### src/rtl/lpd_pkg.sv
// Shared types, constants and coefficient tables for the Legendre
// polynomial and derivative unit. No dependencies.
package lpd_pkg;

    localparam int FRAC_BITS = 14;
    localparam int COEF_FRAC = 16;
    localparam int ORDER_CAP = 31;
    localparam int ONE       = 1 << FRAC_BITS;
    localparam int HALF_X    = 1 << (FRAC_BITS - 1);
    localparam int HALF_C    = 1 << (COEF_FRAC - 1);

    typedef struct packed {
        logic signed [15:0] sample_x;
        logic        [4:0]  poly_order;
    } in_item_t;

    typedef struct packed {
        logic signed [15:0] poly_value;
        logic signed [23:0] deriv_value;
    } out_item_t;

    typedef enum logic [1:0] {
        ST_IDLE,
        ST_MUL,
        ST_ACC,
        ST_OUT
    } state_t;

    typedef struct packed {
        logic load;
        logic mul;
        logic acc;
        logic finish;
    } cmd_t;

    typedef struct packed {
        logic no_steps;
        logic last_step;
    } status_t;

    // B_k = k/(k+1) with COEF_FRAC fraction bits, rounded to nearest.
    // A_k = (2k+1)/(k+1) is exactly B_k + 1.0 at this precision.
    function automatic logic [15:0] coef_b(input logic [4:0] k);
        logic [15:0] b;
        unique case (k)
            5'd1:    b = 16'd32768;
            5'd2:    b = 16'd43691;
            5'd3:    b = 16'd49152;
            5'd4:    b = 16'd52429;
            5'd5:    b = 16'd54613;
            5'd6:    b = 16'd56174;
            5'd7:    b = 16'd57344;
            5'd8:    b = 16'd58254;
            5'd9:    b = 16'd58982;
            5'd10:   b = 16'd59578;
            5'd11:   b = 16'd60075;
            5'd12:   b = 16'd60495;
            5'd13:   b = 16'd60855;
            5'd14:   b = 16'd61167;
            5'd15:   b = 16'd61440;
            5'd16:   b = 16'd61681;
            5'd17:   b = 16'd61895;
            5'd18:   b = 16'd62087;
            5'd19:   b = 16'd62259;
            5'd20:   b = 16'd62415;
            5'd21:   b = 16'd62557;
            5'd22:   b = 16'd62687;
            5'd23:   b = 16'd62805;
            5'd24:   b = 16'd62915;
            5'd25:   b = 16'd63015;
            5'd26:   b = 16'd63109;
            5'd27:   b = 16'd63195;
            5'd28:   b = 16'd63276;
            5'd29:   b = 16'd63351;
            5'd30:   b = 16'd63422;
            default: b = 16'd0;
        endcase
        return b;
    endfunction

    // Derivative clamp for order i: i(i+1)/2 in value scale.
    function automatic logic [23:0] deriv_bound(input logic [4:0] i);
        logic [9:0] prod;
        logic [8:0] tri_num;
        prod    = 10'(i) * (10'(i) + 10'd1);
        tri_num = prod[9:1];
        return 24'(tri_num) << FRAC_BITS;
    endfunction

endpackage

### src/rtl/lpd_controller.sv
// Sequencing state machine for the Legendre recurrence.
// Depends on lpd_pkg.
module lpd_controller (
    input  logic             clk,
    input  logic             rst_n,
    input  logic             start,
    input  lpd_pkg::status_t status,
    output lpd_pkg::cmd_t    cmd,
    output logic             busy
);

    lpd_pkg::state_t state_reg;
    lpd_pkg::state_t state_next;

    always_ff @(posedge clk or negedge rst_n)
    begin
        if (!rst_n)
        begin
            state_reg <= lpd_pkg::ST_IDLE;
        end
        else
        begin
            state_reg <= state_next;
        end
    end

    always_comb
    begin
        state_next = state_reg;
        unique case (state_reg)
            lpd_pkg::ST_IDLE:
            begin
                if (start)
                begin
                    state_next = lpd_pkg::ST_MUL;
                end
            end
            lpd_pkg::ST_MUL:
            begin
                // orders 0 and 1 need no recurrence step
                state_next = status.no_steps ? lpd_pkg::ST_OUT : lpd_pkg::ST_ACC;
            end
            lpd_pkg::ST_ACC:
            begin
                state_next = status.last_step ? lpd_pkg::ST_OUT : lpd_pkg::ST_MUL;
            end
            lpd_pkg::ST_OUT:
            begin
                state_next = lpd_pkg::ST_IDLE;
            end
            default:
            begin
                state_next = lpd_pkg::ST_IDLE;
            end
        endcase
    end

    always_comb
    begin
        cmd        = '0;
        busy       = 1'b1;
        unique case (state_reg)
            lpd_pkg::ST_IDLE:
            begin
                busy     = 1'b0;
                cmd.load = start;
            end
            lpd_pkg::ST_MUL:
            begin
                cmd.mul = 1'b1;
            end
            lpd_pkg::ST_ACC:
            begin
                cmd.acc = 1'b1;
            end
            lpd_pkg::ST_OUT:
            begin
                cmd.finish = 1'b1;
            end
            default:
            begin
                busy = 1'b0;
            end
        endcase
    end

endmodule

### config.mk
export PLATFORM = sky130hd
export DESIGN_NAME = lpd_controller
export DESIGN_NICKNAME = d
export VERILOG_FILES = /design/src/rtl/lpd_pkg.sv /design/src/rtl/lpd_controller.sv
export SDC_FILE = /design/constraint.sdc
export NUM_CORES = 1
export LEC_CHECK = 0
export ABC_AREA = 1
export BUFFER_PORTS_ARGS = -buffer_cell sky130_fd_sc_hd__buf_2
export CORE_AREA = 2 2 39 41
export DETAILED_ROUTE_END_ITERATION = 6
export DIE_AREA = 0 0 41 43
export PLACE_DENSITY = 0.36
export SETUP_SLACK_MARGIN = 0.15
export SLEW_MARGIN = 30
export SYNTH_ARGS = -nofsm -noshare
export SYNTH_HDL_FRONTEND = slang
export SYNTH_SLANG_ARGS = --single-unit
### constraint.sdc
create_clock -name clk -period 0.8 [get_ports clk]
set_input_delay 0.12 -clock clk [delete_from_list [all_inputs] [get_ports clk]]
set_output_delay 0.12 -clock clk [all_outputs]
set_load 0.005 [all_outputs]
Word level (Yosys, flattened, before mapping)
Cells that the tools add are included.
{"block": "word_totals", "regBits": 2, "out_inout_bits": 5, "elab_cells": 15}
{"block": "classes", "eq_ne": 4, "mux": 9, "n_reduce_logical": 1}
{"cell": "one-hot mux 2 bit (4 select lines)", "count": 1}
{"cell": "2-to-1 mux 1 bit", "count": 6}
{"cell": "== test 2 bit (second input constant)", "count": 2}
{"cell": "2-to-1 mux 2 bit", "count": 2}
{"cell": "== test 2 x 1 -> 1 bit (second input constant)", "count": 1}
{"cell": "logical NOT 2 bit", "count": 1}
{"cell": "!= test 2 bit (second input constant)", "count": 1}

Depth between registers and ports, before layout
Gate-level depths: netlist of run 1.
{"block": "logic_depth", "depth_word": 2, "mapped_depth": 5, "ltp_nobuf": 5}

Worst setup path before layout of run 1
Ideal clock, no wire load.
{"block": "synth_path", "path_kind": "reg-to-output", "start": "reg state_reg[0]", "end": "out cmd[3] (netlist bit)", "t_arrival_ns": 0.685, "required_time_ns": 0.680, "path_slack_ns": -0.005, "path_stages_with_launch": 4, "cell_sequence": "dfrtp_1 > nor2_1 > inv_1 > nor2_2"}
{"element": "start: declaration", "line": "lpd_controller.sv:12", "rtl": "lpd_pkg::state_t state_reg;"}
{"element": "start signal: assignment", "line": "lpd_controller.sv:19", "rtl": "state_reg <= lpd_pkg::ST_IDLE;"}
{"element": "start signal: assignment", "line": "lpd_controller.sv:23", "rtl": "state_reg <= state_next;"}
{"element": "end: declaration", "line": "lpd_controller.sv:8", "rtl": "output lpd_pkg::cmd_t cmd,"}

==> insert_results.sql, run 1 <==
INSERT INTO impl_metrics (metric_group, metric, value, unit) VALUES
('floorplanning', 'initial_utilization', '0.0895', ''),
('cells_and_area', 'design.final.nets', '43', ''),
('route', 'wl_cell', '6.12', 'um'),
('synth', 'synthAdderAreaFrac', '0', ''),
('route', 'antenna_left', '0', ''),
('cells_and_area', 'final.fill_count', '162', ''),
('pwr', 'pwr_density_cell', '3780', 'nW/um^2'),
('flow_run', 'maxCapViolCount', '0', ''),
('floorplanning', 'placement_rows', '14', ''),
('synth', 'synthesis.instances', '21', ''),
('pwr', 'post-layout-total-power', '0.970', 'mW'),
('critical_path', 'crit_required', '680', 'ps'),
('cells_and_area', 'largest_register_ffs', '2', ''),
('floorplanning', 'die_x_extent', '41', 'um'),
('placement', 'detailedPlacementHpwl', '244', 'um'),
('floorplanning', 'floorplan.core_area', '1380', 'sq um'),
('sta', 'post-route-period-util', '1.37', ''),
('pwr', 'cellLeakagePower', '0.162', 'nW'),
('synth', 'yosysSeqAreaShare', '0.404', ''),
('sta', 'final_count_of_pins_violating_max_slew', '0', ''),
('grt', 'grt_pass1_vias', '152', ''),
('cts', 'cts_buf_count', '3', ''),
('floorplanning', 'io-pin-count', '10', ''),
('grt', 'pin_count_of_the_biggest_net_entering_global_routing', '5', ''),
('grt', 'grt_first_pass_wirelength', '496', 'um'),
('cts', 'ctsRootBufferMaster', 'sky130_fd_sc_hd__clkbuf_4', ''),
('sta', 'setup_ws', '-293', 'ps'),
('cts', 'cts.sink_count', '2', ''),
('min_path', 'hold_path_end', 'state_reg[1]', ''),
('run_status', 'run_status', 'finished with violations', ''),
('grt', 'grt_util_all_layers', '0.0512', ''),
('critical_path', 'crit_path_max_fanout', '2', ''),
('critical_path', 'setup.worst_path.start', 'state_reg[0]', ''),
('synth', 'synth-simple-area-share', '0.354', ''),
('pwr', 'ir_worst_vdd', '486', 'uV'),
('synth', 'synth_top_family_by_area', 'simple AND/OR/NAND/NOR gates', ''),
('synth', 'post_synth_mux_area_share', '0', ''),
('cells_and_area', 'multi_input_area', '53.8', 'sq um'),
('critical_path', 'critical_path_arrival', '970', 'ps'),
('sta', 'fin_worst_skew', '2.69', 'ps'),
('critical_path', 'crit_path_cell_trace', 'nor2_2 -> inv_2 -> nor2_2 -> buf_2', ''),
('sta', 'slew_headroom', '0.910', ''),
('cts', 'cts-htree-levels', '1', ''),
('placement', 'routabilityCongestion', '0.537', ''),
('critical_path', 'critical_path.top_delay_family', 'flip-flops', ''),
('critical_path', 'rr_endpoint', 'state_reg[1]', ''),
('min_path', 'min-delay-start', 'status[0]', ''),
('cells_and_area', 'syn_to_final_growth', '107', '%'),
('placement', 'numPlacedInstances', '47', ''),
('route', 'first_pass_iters', '2', ''),
('pwr', 'power.internal', '0.608', 'mW'),
('sta', 'final-setup-viol-count', '6', ''),
('critical_path', 'critPathSlowestCell', 'sky130_fd_sc_hd__dfrtp_1', ''),
('synth', 'post_synth_xor_xnor_area', '0', ''),
('cts', 'clk_latency', '220', 'ps'),
('critical_path', 'end_kind', 'primary output', ''),
('route', 'first_drt_iteration_drcs', '1', ''),
('sta', 'totalNegativeSetupSlack', '-1350', 'ps'),
('placement', 'placement.io_buffers', '9', ''),
('pwr', 'power.share.combinational', '0.561', ''),
('sta', 'fmax', '0.915', 'GHz'),
('min_path', 'worstHoldPathCells', '3', ''),
('cells_and_area', 'stdcell_count', '52', ''),
('synth', 'yosysUniqueCellTypes', '6', ''),
('grt', 'number_of_antenna_violations_at_the_first_check_in_global_routing', '0', ''),
('cts', 'clkTransAtPathRegs', '30', 'ps'),
('run_status', 'failed_checks', 'negative setup slack', ''),
('critical_path', 'rr_startpoint', 'state_reg[0]', ''),
('grt', 'gr_overflow_total', '0', ''),
('critical_path', 'crit_path_max_incr_delay', '380', 'ps'),
('sta', 'final.min_clock_period', '1090', 'ps');
==> per-stage QoR <==
stage / hold slack, ps / cell area, sq um / util / setup WS (ps)
4_1_cts: 109 / 248 / 0.179 / -315
3_3_place_gp: -91.6 / 196 / 0.142 / -118
6_report: 109 / 256 / 0.185 / -293
2_1_floorplan: -176 / 124 / - / 8.18
5_1_grt: 111 / 256 / 0.185 / -357
3_5_place_dp: -90.7 / 196 / 0.142 / -119
==> power by group through the flow <==
stage          registers, mW  logic, mW  clock network (mW)
2_1_floorplan          0.199      0.211                   0
3_3_place_gp           0.192      0.412                   0
3_5_place_dp           0.190      0.413                   0
4_1_cts                0.202      0.514               0.235
5_1_grt                0.207      0.612               0.239
6_report               0.202      0.544               0.224
==> cell usage after synthesis <==
master | n | area [sq um]
sky130_fd_sc_hd__dfrtp_1 | 2 | 50.1
sky130_fd_sc_hd__nor2_1 | 1 | 3.75
sky130_fd_sc_hd__nand2_1 | 9 | 33.8
sky130_fd_sc_hd__inv_1 | 6 | 22.5
sky130_fd_sc_hd__nor2_2 | 1 | 6.26
sky130_fd_sc_hd__inv_2 | 2 | 7.51
==> worst register-to-register path: stages (launching register included) <==
cell and delay [ps]:
sky130_fd_sc_hd__dfrtp_1 380, sky130_fd_sc_hd__buf_6 130, sky130_fd_sc_hd__nand2_2 50, sky130_fd_sc_hd__buf_4 100, sky130_fd_sc_hd__nand2_2 40
==> timing repair <==
item                                    CTS  global route
pin swaps                                 2             0
gates resized for setup                   5             3
endpoints found under the setup margin    7             7
buffers inserted                          1             0
hold endpoints to repair                  2             0
hold buffers                              1             0
==> per-layer routing <==
layer / vias up / share of wire / global-route usage
met2: 4 / 0.56 / 0.0625
met1: 71 / 0.33 / 0.0322
met4: 0 / 0 / 0.0800
li1: 86 / - / -
met5: - / 0 / 0
met3: 0 / 0.10 / 0.0471
==> layout by cell type (no fill, tap or decap), drive strengths merged <==
cell type    instances
buf                 11
nand2                9
inv                  8
clkbuf               3
nor2                 2
dfrtp                2
dlygate4sd3          1
==> cells by family (layout without fill, tap and decap cells) <==
logic type    count (synthesis)  in the layout
simple gates                 11             11
buf+inv                       8             23
flops                         2              2
==> how the worst max path moves through the flow <==
stage / end / slack, ps / depth (start not counted)
finish: cmd[3] / -290 / 4
global placement: cmd[3] / -120 / 4
floorplan: cmd[3] / 8 / 3
detailed placement: cmd[3] / -120 / 4
CTS: cmd[3] / -320 / 4
global route: cmd[3] / -360 / 4
==> area by class of cell <==
class                           count  share of cell area
Clock buffer                        3              0.0878
Inverter                            8               0.117
Multi-Input combinational cell     11               0.210
Sequential cell                     2               0.195
Tap cell                           16              0.0780
Timing Repair Buffer               12               0.312
Note: power is estimated with default switching activity, not from simulation.
==> run 2: changes to the inputs <==
PLACE_DENSITY = 0.35   (was 0.36)
clock period = 1.19 ns   (was 0.8 ns; I/O delays follow)
==> run 2 against run 1 <==
The flow now finishes without violations. Sequential power down 30%. Via count rose by 11%. Worst hold slack better by 40 ps. Sequential share of layout area decreased by 0.82 points. Final area grew 4.4%. Largest cell class unchanged.
==> insert_results.sql, run 2 (synthesis gave the netlist of run 1 again) <==
INSERT INTO impl_metrics (metric_group, metric, value, unit) VALUES
('run_status', 'run_status', 'finished clean', ''),
('pwr', 'pwr_density_cell', '2560', 'nW/um^2'),
('sta', 'fmax', '0.847', 'GHz'),
('cts', 'clk_latency', '230', 'ps'),
('cells_and_area', 'layout-drive-gt1-share', '0.564', ''),
('cells_and_area', 'multi_input_area', '46.3', 'sq um'),
('critical_path', 'crit_required', '1010', 'ps'),
('cells_and_area', 'final.fill_count', '174', ''),
('floorplanning', 'floorplan.core_area', '1380', 'sq um'),
('route', 'wl_cell', '6.25', 'um'),
('cts', 'tritoncts', 'done', ''),
('cells_and_area', 'mostFrequentLayoutCells', 'sky130_fd_sc_hd__nand2_1 (9), sky130_fd_sc_hd__buf_2 (8), sky130_fd_sc_hd__inv_1 (5), sky130_fd_sc_hd__buf_4 (5)', ''),
('sta', 'fin_worst_skew', '1.23', 'ps'),
('grt', 'gr_overflow_total', '0', ''),
('grt', 'grt_util_all_layers', '0.0602', ''),
('route', 'antenna_left', '0', ''),
('route', 'drt_drc_violations_left', '0', ''),
('grt', 'grt_pass1_vias', '163', ''),
('cells_and_area', 'stdcell_count', '55', ''),
('critical_path', 'crit_path_max_fanout', '4', ''),
('min_path', 'hold_class', 'in2reg', ''),
('placement', 'placement.setup.worst_slack', '202', 'ps'),
('cells_and_area', 'syn_to_final_growth', '116', '%'),
('route', 'post_drt_via_cell_ratio', '3.25', ''),
('sta', 'totalNegativeSetupSlack', '0', 'ps'),
('flow_run', 'maxCapViolCount', '0', ''),
('route', 'first_drt_iteration_drcs', '0', ''),
('cells_and_area', 'largest_register_ffs', '2', ''),
('cts', 'ctsRootBufferMaster', 'sky130_fd_sc_hd__clkbuf_4', ''),
('floorplanning', 'design.die.area', '1760', 'sq um'),
('grt', 'gr-usage-met1', '0.0322', ''),
('cts', 'cts.sink_count', '2', ''),
('sta', 'final.min_clock_period', '1180', 'ps'),
('grt', 'grt-busiest-layer', 'met4', ''),
('floorplanning', 'io-pin-count', '10', ''),
('sta', 'post-route-period-util', '0.993', ''),
('grt', 'use_met2', '0.0813', ''),
('cts', 'cts_buf_count', '3', ''),
('pwr', 'ir_worst_vdd', '450', 'uV'),
('cells_and_area', 'post-route-util', '0.193', ''),
('critical_path', 'end_kind', 'primary output', ''),
('critical_path', 'worst_path_most_repeated_cell', 'sky130_fd_sc_hd__nor2_2', ''),
('sta', 'setup_ws', '8.67', 'ps'),
('sta', 'finalHoldViolations', '0', ''),
('grt', 'global_route_track_usage_on_met3', '0.0314', ''),
('cts', 'clkTransAtPathRegs', '30', 'ps'),
('placement', 'detailedPlacementHpwl', '234', 'um'),
('critical_path', 'setup_crit_start_kind', 'flop', ''),
('critical_path', 'crit_path_max_incr_delay', '400', 'ps'),
('route', 'detailroute.via_count', '179', ''),
('floorplanning', 'initial_utilization', '0.0895', ''),
('cells_and_area', 'total_inserted_antenna_cells', '0', ''),
('critical_path', 'crit_path_cell_trace', 'nor2_2 -> inv_2 -> nor2_2 -> buf_2', ''),
('grt', 'number_of_antenna_violations_at_the_first_check_in_global_routing', '0', ''),
('sta', 'tightestPinTransition', '138', 'ps'),
('floorplanning', 'placement_rows', '14', ''),
('sta', 'final-setup-viol-count', '0', ''),
('placement', 'placement.io_buffers', '9', ''),
('sta', 'final_count_of_pins_violating_max_slew', '0', ''),
('grt', 'pin_count_of_the_biggest_net_entering_global_routing', '5', ''),
('critical_path', 'critical_path_arrival', '1000', 'ps'),
('floorplanning', 'die_y', '43', 'um'),
('floorplanning', 'die_x_extent', '41', 'um'),
('critical_path', 'path_class', 'reg2out', ''),
('cells_and_area', 'layout.cells.most_common', 'sky130_fd_sc_hd__nand2_1', ''),
('cells_and_area', 'seq_area', '50.0', 'sq um'),
('route', 'routed_wl', '344', 'um'),
('cts', 'clock_path_buffers', '2', ''),
('sta', 'slew_headroom', '0.908', ''),
('placement', 'routabilityCongestion', '0.523', ''),
('cts', 'cts-htree-levels', '1', ''),
('route', 'first_pass_iters', '1', ''),
('placement', 'numPlacedInstances', '46', ''),
('cells_and_area', 'design.final.nets', '46', ''),
('sta', 'grt_setup_unrepaired', 'yes', ''),
('pwr', 'cellLeakagePower', '0.176', 'nW'),
('grt', 'grt_first_pass_wirelength', '552', 'um'),
('critical_path', 'critPathSlowestCell', 'sky130_fd_sc_hd__dfrtp_1', '');
==> run 2: worst paths after layout <==
path	startpoint	end	slack, ps	cells after the start
min	status[0]	state_reg[1]	150	3
max in group asynchronous	rst_n	state_reg[1]	840	2
max reg2reg	state_reg[1]	state_reg[0]	210	7
min reg2reg	state_reg[1]	state_reg[0]	620	4
max	state_reg[0]	cmd[3]	9	4
min in group asynchronous	rst_n	state_reg[0]	260	2
==> run 2: worst max-delay path: cells and delay by family, from the launching register on <==
family / cells / cell delay (ps)
flops: 1 / 400
simple gates: 2 / 210
buf+inv: 2 / 160
==> run 2: area by class of cell <==
type | count | area share
Tap cell | 16 | 0.0748
Multi-Input combinational cell | 11 | 0.173
Inverter | 8 | 0.112
Timing Repair Buffer | 15 | 0.369
Clock buffer | 3 | 0.0841
Sequential cell | 2 | 0.187
==> run 2: report_power, final <==
group	switching, mW	total [mW]	leakage (nW)	internal (mW)
combinational	0.160	0.385	0.138	0.225
sequential	0.0373	0.141	0.0237	0.104
clock	0.0476	0.160	0.0138	0.112
==> run 2: repair_timing <==
action                     CTS  global route
setup endpoints to repair    5             6
hold endpoints to repair     2             0
hold buffers                 1             0
pin swaps                    1             1
resized for setup            1             2
buffers inserted             5             0
==> run 2: per-layer routing <==
metal | wire [um] | vias to the layer above
met3 | 42 | 3
met4 | 29 | 0
li1 | - | 92
met1 | 100 | 76
met2 | 170 | 8
met5 | 0 | -
==> run 2: through the flow <==
step	hold slack [ps]	power [mW]	instance area [sq um]
after floorplan	-117	0.276	124
after global placement	-32.7	0.380	189
after detailed placement	-33.4	0.379	189
after CTS	155	0.675	262
after global routing	173	0.762	268
final	150	0.685	268
